File: config.mk
export PLATFORM = sky130hd
export DESIGN_NAME = descending_sorted_list_engine
export DESIGN_NICKNAME = d
export VERILOG_FILES = /design/src/rtl/core/dsle_pkg.sv /design/src/rtl/core/dsle_ctrl.sv /design/src/rtl/core/dsle_dp.sv /design/src/rtl/core/descending_sorted_list_engine.sv
export SDC_FILE = /design/constraint.sdc
export NUM_CORES = 1
export LEC_CHECK = 0
export ABC_AREA = 1
export BUFFER_PORTS_ARGS = -buffer_cell sky130_fd_sc_hd__buf_2
export CAP_MARGIN = 5
export CORE_MARGIN = 2
export CORE_UTILIZATION = 40
export DETAILED_ROUTE_END_ITERATION = 10
export HOLD_SLACK_MARGIN = 0.1
export MAX_ROUTING_LAYER = met4
export PLACE_DENSITY = 0.56
export SETUP_SLACK_MARGIN = 0.1
export SYNTH_ARGS = -nofsm -noshare
export SYNTH_HDL_FRONTEND = slang
export SYNTH_SLANG_ARGS = --single-unit
File: constraint.sdc
create_clock -name clk -period 8.72 [get_ports clk]
set_clock_uncertainty 0.2 [all_clocks]
set_input_delay 1.744 -clock clk [delete_from_list [all_inputs] [get_ports clk]]
set_output_delay 1.744 -clock clk [all_outputs]
set_load 0.01 [all_outputs]
File: src/rtl/core/dsle_pkg.sv
`default_nettype none

package dsle_pkg;

  // Request codes carried in the opcode field.
  localparam logic [1:0] OP_PUSH   = 2'd0;
  localparam logic [1:0] OP_POP    = 2'd1;
  localparam logic [1:0] OP_REMOVE = 2'd2;

  // Result status codes.
  localparam logic [1:0] ST_OK        = 2'd0;
  localparam logic [1:0] ST_NOT_FOUND = 2'd1;
  localparam logic [1:0] ST_FULL      = 2'd2;

  typedef struct packed {
    logic [1:0]  opcode;
    logic [31:0] value;
  } in_beat_t;

  typedef struct packed {
    logic [1:0]  status;
    logic [4:0]  entry_count;
    logic [31:0] front_value;
    logic [31:0] back_value;
    logic        is_empty;
  } out_beat_t;

  typedef enum logic [3:0] {
    S_IDLE,
    S_DISPATCH,
    S_PUSH_RD,
    S_PUSH_CHK,
    S_FIND_RD,
    S_FIND_CHK,
    S_SHIFT_RD,
    S_SHIFT_WR,
    S_FIN,
    S_FIN_FRONT,
    S_FIN_BACK,
    S_DONE
  } state_t;

  // Where the memory read address comes from.
  typedef enum logic [2:0] {
    RS_PTR_PREV,
    RS_PTR,
    RS_PTR_NEXT,
    RS_FRONT,
    RS_LAST
  } rd_sel_t;

  typedef struct packed {
    logic       load_req;
    logic       ptr_load_count;
    logic       ptr_clear;
    logic       ptr_dec;
    logic       ptr_inc;
    logic       rd_en;
    rd_sel_t    rd_sel;
    logic       wr_en;
    logic       wr_from_rd;
    logic       cnt_inc;
    logic       cnt_dec;
    logic       set_status;
    logic [1:0] status_code;
    logic       cap_front;
    logic       cap_back;
    logic       clr_ends;
    logic       load_out;
  } dp_cmd_t;

  typedef struct packed {
    logic [1:0] op;
    logic       empty;
    logic       full;
    logic       ptr_zero;
    logic       ptr_at_end;
    logic       next_at_end;
    logic       rd_le;
    logic       rd_eq;
    logic       out_free;
  } dp_stat_t;

endpackage

`default_nettype wire

File: src/rtl/core/dsle_ctrl.sv
`default_nettype none

module dsle_ctrl (
  input  wire                clk,
  input  wire                rst_n,
  input  wire                in_valid,
  output logic               in_ready,
  input  dsle_pkg::dp_stat_t stat,
  output dsle_pkg::dp_cmd_t  cmd
);
  import dsle_pkg::*;

  state_t state_r;
  state_t state_nxt;

  always_ff @(posedge clk) begin
    if (!rst_n) begin
      state_r <= S_IDLE;
    end else begin
      state_r <= state_nxt;
    end
  end

  always_comb begin
    state_nxt = state_r;
    cmd       = '0;
    in_ready  = 1'b0;
    unique case (state_r)
      S_IDLE: begin
        in_ready = 1'b1;
        if (in_valid) begin
          cmd.load_req = 1'b1;
          state_nxt    = S_DISPATCH;
        end
      end
      S_DISPATCH: begin
        unique case (stat.op)
          OP_PUSH: begin
            if (stat.full) begin
              cmd.set_status  = 1'b1;
              cmd.status_code = ST_FULL;
              state_nxt       = S_FIN;
            end else begin
              cmd.ptr_load_count = 1'b1;
              state_nxt          = S_PUSH_RD;
            end
          end
          OP_POP: begin
            if (stat.empty) begin
              state_nxt = S_FIN;
            end else begin
              cmd.ptr_clear = 1'b1;
              state_nxt     = S_SHIFT_RD;
            end
          end
          OP_REMOVE: begin
            cmd.ptr_clear = 1'b1;
            state_nxt     = S_FIND_RD;
          end
          default: begin
            state_nxt = S_FIN;
          end
        endcase
      end
      S_PUSH_RD: begin
        if (stat.ptr_zero) begin
          cmd.wr_en   = 1'b1;
          cmd.cnt_inc = 1'b1;
          state_nxt   = S_FIN;
        end else begin
          cmd.rd_en  = 1'b1;
          cmd.rd_sel = RS_PTR_PREV;
          state_nxt  = S_PUSH_CHK;
        end
      end
      S_PUSH_CHK: begin
        cmd.wr_en = 1'b1;
        if (stat.rd_le) begin
          cmd.wr_from_rd = 1'b1;
          cmd.ptr_dec    = 1'b1;
          state_nxt      = S_PUSH_RD;
        end else begin
          cmd.cnt_inc = 1'b1;
          state_nxt   = S_FIN;
        end
      end
      S_FIND_RD: begin
        if (stat.ptr_at_end) begin
          cmd.set_status  = 1'b1;
          cmd.status_code = ST_NOT_FOUND;
          state_nxt       = S_FIN;
        end else begin
          cmd.rd_en  = 1'b1;
          cmd.rd_sel = RS_PTR;
          state_nxt  = S_FIND_CHK;
        end
      end
      S_FIND_CHK: begin
        if (stat.rd_eq) begin
          state_nxt = S_SHIFT_RD;
        end else begin
          cmd.ptr_inc = 1'b1;
          state_nxt   = S_FIND_RD;
        end
      end
      S_SHIFT_RD: begin
        if (stat.next_at_end) begin
          cmd.cnt_dec = 1'b1;
          state_nxt   = S_FIN;
        end else begin
          cmd.rd_en  = 1'b1;
          cmd.rd_sel = RS_PTR_NEXT;
          state_nxt  = S_SHIFT_WR;
        end
      end
      S_SHIFT_WR: begin
        cmd.wr_en      = 1'b1;
        cmd.wr_from_rd = 1'b1;
        cmd.ptr_inc    = 1'b1;
        state_nxt      = S_SHIFT_RD;
      end
      S_FIN: begin
        if (stat.empty) begin
          cmd.clr_ends = 1'b1;
          state_nxt    = S_DONE;
        end else begin
          cmd.rd_en  = 1'b1;
          cmd.rd_sel = RS_FRONT;
          state_nxt  = S_FIN_FRONT;
        end
      end
      S_FIN_FRONT: begin
        cmd.cap_front = 1'b1;
        cmd.rd_en     = 1'b1;
        cmd.rd_sel    = RS_LAST;
        state_nxt     = S_FIN_BACK;
      end
      S_FIN_BACK: begin
        cmd.cap_back = 1'b1;
        state_nxt    = S_DONE;
      end
      S_DONE: begin
        if (stat.out_free) begin
          cmd.load_out = 1'b1;
          state_nxt    = S_IDLE;
        end
      end
      default: begin
        state_nxt = S_IDLE;
      end
    endcase
  end

endmodule

`default_nettype wire

File: src/rtl/core/dsle_dp.sv
`default_nettype none

module dsle_dp #(
  parameter int CAPACITY    = 16,
  parameter int VALUE_WIDTH = 32
) (
  input  wire                 clk,
  input  wire                 rst_n,
  input  dsle_pkg::in_beat_t  in_beat,
  output logic                out_valid,
  input  wire                 out_ready,
  output dsle_pkg::out_beat_t out_beat,
  input  dsle_pkg::dp_cmd_t   cmd,
  output dsle_pkg::dp_stat_t  stat
);
  import dsle_pkg::*;

  localparam int AW = $clog2(CAPACITY);
  localparam int CW = $clog2(CAPACITY + 1);

  logic [VALUE_WIDTH-1:0] mem [CAPACITY];

  logic [1:0]             op_r;
  logic [VALUE_WIDTH-1:0] val_r;
  logic [1:0]             status_r;
  logic [CW-1:0]          count_r;
  logic [CW-1:0]          ptr_r;
  logic [VALUE_WIDTH-1:0] rd_r;
  logic [VALUE_WIDTH-1:0] front_r;
  logic [VALUE_WIDTH-1:0] back_r;
  logic                   out_valid_r;
  out_beat_t              out_beat_r;

  logic [CW-1:0]          ptr_prev;
  logic [CW-1:0]          ptr_next;
  logic [CW-1:0]          last_idx;
  logic [CW-1:0]          rd_idx;
  logic [VALUE_WIDTH-1:0] wr_data;

  assign ptr_prev = ptr_r - CW'(1);
  assign ptr_next = ptr_r + CW'(1);
  assign last_idx = count_r - CW'(1);
  assign wr_data  = cmd.wr_from_rd ? rd_r : val_r;

  always_comb begin
    unique case (cmd.rd_sel)
      RS_PTR_PREV: rd_idx = ptr_prev;
      RS_PTR:      rd_idx = ptr_r;
      RS_PTR_NEXT: rd_idx = ptr_next;
      RS_FRONT:    rd_idx = '0;
      RS_LAST:     rd_idx = last_idx;
      default:     rd_idx = '0;
    endcase
  end

  always_ff @(posedge clk) begin
    if (cmd.wr_en) begin
      mem[ptr_r[AW-1:0]] <= wr_data;
    end
    if (cmd.rd_en) begin
      rd_r <= mem[rd_idx[AW-1:0]];
    end
  end

  always_ff @(posedge clk) begin
    if (!rst_n) begin
      count_r     <= '0;
      out_valid_r <= 1'b0;
    end else begin
      if (cmd.cnt_inc) begin
        count_r <= count_r + CW'(1);
      end else if (cmd.cnt_dec) begin
        count_r <= last_idx;
      end
      if (cmd.load_out) begin
        out_valid_r <= 1'b1;
      end else if (out_ready) begin
        out_valid_r <= 1'b0;
      end
    end
  end

  always_ff @(posedge clk) begin
    if (cmd.load_req) begin
      op_r     <= in_beat.opcode;
      val_r    <= VALUE_WIDTH'(in_beat.value);
      status_r <= ST_OK;
    end else if (cmd.set_status) begin
      status_r <= cmd.status_code;
    end
    priority if (cmd.ptr_load_count) begin
      ptr_r <= count_r;
    end else if (cmd.ptr_clear) begin
      ptr_r <= '0;
    end else if (cmd.ptr_dec) begin
      ptr_r <= ptr_prev;
    end else if (cmd.ptr_inc) begin
      ptr_r <= ptr_next;
    end
    if (cmd.cap_front) begin
      front_r <= rd_r;
    end else if (cmd.clr_ends) begin
      front_r <= '0;
    end
    if (cmd.cap_back) begin
      back_r <= rd_r;
    end else if (cmd.clr_ends) begin
      back_r <= '0;
    end
    if (cmd.load_out) begin
      out_beat_r.status      <= status_r;
      out_beat_r.entry_count <= 5'(count_r);
      out_beat_r.front_value <= 32'(front_r);
      out_beat_r.back_value  <= 32'(back_r);
      out_beat_r.is_empty    <= (count_r == '0);
    end
  end

  assign out_valid = out_valid_r;
  assign out_beat  = out_beat_r;

  always_comb begin
    stat.op          = op_r;
    stat.empty       = (count_r == '0);
    stat.full        = (count_r == CW'(CAPACITY));
    stat.ptr_zero    = (ptr_r == '0);
    stat.ptr_at_end  = (ptr_r >= count_r);
    stat.next_at_end = (ptr_next >= count_r);
    stat.rd_le       = (rd_r <= val_r);
    stat.rd_eq       = (rd_r == val_r);
    stat.out_free    = !out_valid_r || out_ready;
  end

  a_count_bound: assert property (@(posedge clk) disable iff (!rst_n)
    count_r <= CW'(CAPACITY))
    else $error("entry count exceeds capacity");

  a_no_grow_full: assert property (@(posedge clk) disable iff (!rst_n)
    cmd.cnt_inc |-> count_r < CW'(CAPACITY))
    else $error("insert committed into a full store");

  a_full_status: assert property (@(posedge clk) disable iff (!rst_n)
    (cmd.load_out && status_r == ST_FULL) |-> count_r == CW'(CAPACITY))
    else $error("full status reported on a store with room");

  a_order: assert property (@(posedge clk) disable iff (!rst_n)
    (cmd.load_out && count_r != '0) |-> front_r >= back_r)
    else $error("front entry is smaller than back entry");

endmodule

`default_nettype wire

File: src/rtl/core/descending_sorted_list_engine.sv
// One request at a time. Dispatch on the opcode; an unused opcode or a full push goes straight to
//   the finish. Push moves each entry not larger than the value back one place from the end, then
//   writes it; remove scans from the front; pop and a found remove shift later entries forward.
//   The finish reads the front and back entries, or clears them when empty. The single-port memory
//   allows one access per cycle; the next beat is taken once the result is in the output register.
// Reset: synchronous active-low; clears the entry count and handshake state, not the entries.
`default_nettype none

module descending_sorted_list_engine #(
  parameter int CAPACITY    = 16,
  parameter int VALUE_WIDTH = 32
) (
  input  wire                 clk,
  input  wire                 rst_n,
  input  wire                 in_valid,
  output logic                in_ready,
  input  dsle_pkg::in_beat_t  in_beat,
  output logic                out_valid,
  input  wire                 out_ready,
  output dsle_pkg::out_beat_t out_beat
);
  import dsle_pkg::*;

  // The controller steps through one request at a time and drives the datapath
  // through a command struct; the datapath owns the entry memory, the count,
  // the scan pointer and the output register, and reports flags back.
  dp_cmd_t  cmd;
  dp_stat_t stat;

  // Sequencer: dispatches on the opcode, walks the insertion point from the
  // back for push, scans from the front for remove, then closes the gap for
  // remove and pop. It finishes by reading the front and back entries, or clears them when the store is empty.
  dsle_ctrl u_ctrl (
    .clk      (clk),
    .rst_n    (rst_n),
    .in_valid (in_valid),
    .in_ready (in_ready),
    .stat     (stat),
    .cmd      (cmd)
  );

  // Datapath: the entries live in a single-port memory with a registered
  // read. The result beat is held in its own register, so a new request can
  // be taken while the previous result still waits for the consumer.
  dsle_dp #(
    .CAPACITY    (CAPACITY),
    .VALUE_WIDTH (VALUE_WIDTH)
  ) u_dp (
    .clk       (clk),
    .rst_n     (rst_n),
    .in_beat   (in_beat),
    .out_valid (out_valid),
    .out_ready (out_ready),
    .out_beat  (out_beat),
    .cmd       (cmd),
    .stat      (stat)
  );

endmodule

`default_nettype wire

==> results.cfg <==
[cells_and_area]
drive_above_1_share = 0.108
nFillCells = 7165
antenna_cells = 0
layout_common_cells = edfxtp_1 (719), nand2_1 (699), inv_1 (386)
fin_nets = 3065
layout.cells.most_common = edfxtp_1
area_growth_pct = 13.4

[worst_hold_path]
holdCritPathClass = flip-flop to flip-flop
hold_depth = 0
holdPathEnd = u_dp.out_beat[37]
min-delay-start = u_dp.front_r[4]

[clock_tree]
numCtsBuffers = 80
clkTransAtPathRegs_ps = 60
post_cts_buffers = 0
cts_max_level = 3
clk_latency_ps = 640
cts_tree = yes
cts_resized = 0
ctsHoldBuffers = 0
cts_buffer_depth = 3
clockRootBuffer = clkbuf_16
cts.sink_count = 731

[synthesis]
ys_warn_count = 0
postSynth.asyncResetShare = 0
synth_edf_count = 719
synth-seq-area-share = 0.685
synthCells = 2886
synth_flop_cell = edfxtp_1
synth_area_mm2 = 0.0319
synthDistinctLibCells = 35
syn_nets = 2977
ys_ff_latch = 731
avgSynthCellArea_um2 = 11.1

[detailed_routing]
drtIter0Drc = 1837
vias = 21500
drtAntennaViolNets = 0
wl_um = 83700
drt_pass1_iterations = 6
avgViaCountPerCell = 5.27
wire_per_inst_um = 20.5
drc = 0

[sta]
fin_tns_setup_ps = 0
hold_viol_final = 0
period_needed_ps = 4930
worst_pin_slew_ps = 1240
rsz0062_at_grt = false
setup_viol = 0
slew_headroom = 0.174
slew_violations = 0
period_share = 0.566
setup_ws_ps = 3790
fmax_mhz = 203

[placement]
pre_cts_ws_ps = 3860
gp_congestion = 0.883
io_buffers = 111
hpwl_um = 44200

[power_and_ir_drop]
p_per_area_mw_per_mm2 = 305
total_leakage_power_nw = 14.5
vdd_drop_max_v = 0.000302

[floorplanning]
io-pin-count = 112
start_util = 0.404
core-area_mm2 = 0.0790
die-area_mm2 = 0.0820
fp.dieH_um = 286
die_w_um = 286
rows = 103

[critical_path]
crit_chain = ha_1 > nand3_1 > xor2_1 > ha_1 > nand2_1 > nor2_1 > nand2_1 > nand4_1 > nand4_1 > nand3_4 > inv_6 > buf_4 > nand2_1 > nand3_1 > nand3_1 > nand2_1
end_kind = flip-flop
path_delay_family = simple AND/OR/NAND/NOR gates
crit_fanout = 80
regToRegSetupSlack_ps = 3790
slowest_delay_ps = 820
cp_common_cell = nand2_1
crit_required_ps = 9020
cp.arrival_ps = 5230
rr_endpoint = u_dp.rd_r[28]
regToRegStartpoint = u_dp.ptr_r[0]
path_buf_inv = 2
worst_path_max_delay_cell = inv_6
rr_worst_depth = 16
critPathLaunchType = flip-flop
crit_type = flip-flop to flip-flop

[global_route]
grt_overflow = 0
grt_max_degree = 257
grt_usage = 0.210
grt_pass1_wl_um = 127000
grt_pass1_vias = 20500
antenna_found_initial = 0

[flow_run]
drv_cap = 0

[status]
status = completed
==> per-stage QoR <==
step / utilization / hold slack (ps) / area (um^2) / std cells / power [mW]
floorplan: - / 200 / 31900 / 2886 / 6.80
global placement: 0.426 / 206 / 33700 / 3942 / 7.80
detailed placement: 0.426 / 205 / 33700 / 3942 / 7.86
CTS: 0.458 / 214 / 36200 / 4080 / 11.1
global route: 0.458 / 223 / 36200 / 4080 / 11.6
finish: 0.458 / 215 / 36200 / 4080 / 11.0
==> area by class of cell <==
| cell class | instances | area (um^2) | area share |
|---|---|---|---|
| flip-flops and latches | 731 | 21800 | 0.604 |
| inverters | 393 | 1480 | 0.0409 |
| clock buffers | 100 | 2130 | 0.0589 |
| clock inverters | 38 | 365 | 0.0101 |
| well taps | 1050 | 1310 | 0.0363 |
| multi-input cells | 1589 | 7960 | 0.220 |
| repair buffers | 179 | 1090 | 0.0302 |
==> Yosys cell counts, drive strengths merged, types with 2 or more instances <==
master,number,area [um^2]
edfxtp,719,21600
nand2,704,2650
inv,392,1470
nand3,339,1710
nand4,269,1700
nor2,129,504
buf,107,571
clkbuf,66,248
ha,53,663
o21ai,44,220
a21oi,22,110
dfxtp,12,240
xor2,7,61.3
o22ai,4,25.0
nor3,3,15.0
or2,3,18.8
xnor2,3,26.3
a21o,2,15.0
nand3b,2,15.0
==> flip-flops by register name (all words and copies together) (netlist names) <==
signal,flops
u_dp.count_r,5
u_dp.op_r,2
u_dp.front_r,32
u_dp.ptr_r,5
u_ctrl.state_r,4
u_dp.back_r,32
u_dp.out_beat,72
u_dp.out_valid,1
u_dp.rd_r,32
u_dp.status_r,2
u_dp.mem,512
u_dp.val_r,32
==> how the worst max path moves through the flow <==
stage	depth (start not counted)	end	start
floorplan	2	u_dp.out_beat[0]	out_ready
global placement	16	u_dp.rd_r[30]	u_dp.ptr_r[0]
CTS	16	u_dp.rd_r[3]	u_dp.ptr_r[0]
finish	16	u_dp.rd_r[28]	u_dp.ptr_r[0]
global route	14	u_dp.rd_r[25]	u_dp.ptr_r[0]
detailed placement	16	u_dp.rd_r[3]	u_dp.ptr_r[0]
==> power breakdown <==
part / leakage (nW) / switching [mW] / internal [mW] / total, mW
clock: 1.21 / 1.36 / 1.88 / 3.25
sequential: 6.61 / 0.126 / 4.45 / 4.58
combinational: 6.71 / 2.36 / 0.866 / 3.22
total: 14.5 / 3.85 / 7.20 / 11.0
==> metal layers <==
metal	vias to the layer above	wire length, um	global-route usage
met1	10500	36800	0.281
met3	148	5070	0.0266
met4	0	2030	0.0644
met2	780	39900	0.335
li1	10100	-	-
met5	-	0	-
==> kinds of logic (layout without fill, tap and decap cells) <==
family / Yosys count / in the layout / share of synthesized area
flops: 731 / 731 / 0.685
xor+xnor: 10 / 10 / 0.00275
buf+inv: 566 / 710 / 0.0719
compound gates: 75 / 75 / 0.0124
simple gates: 1451 / 1451 / 0.208
fa+ha+maj: 53 / 53 / 0.0208
Note: power is estimated with default switching activity, not from simulation.
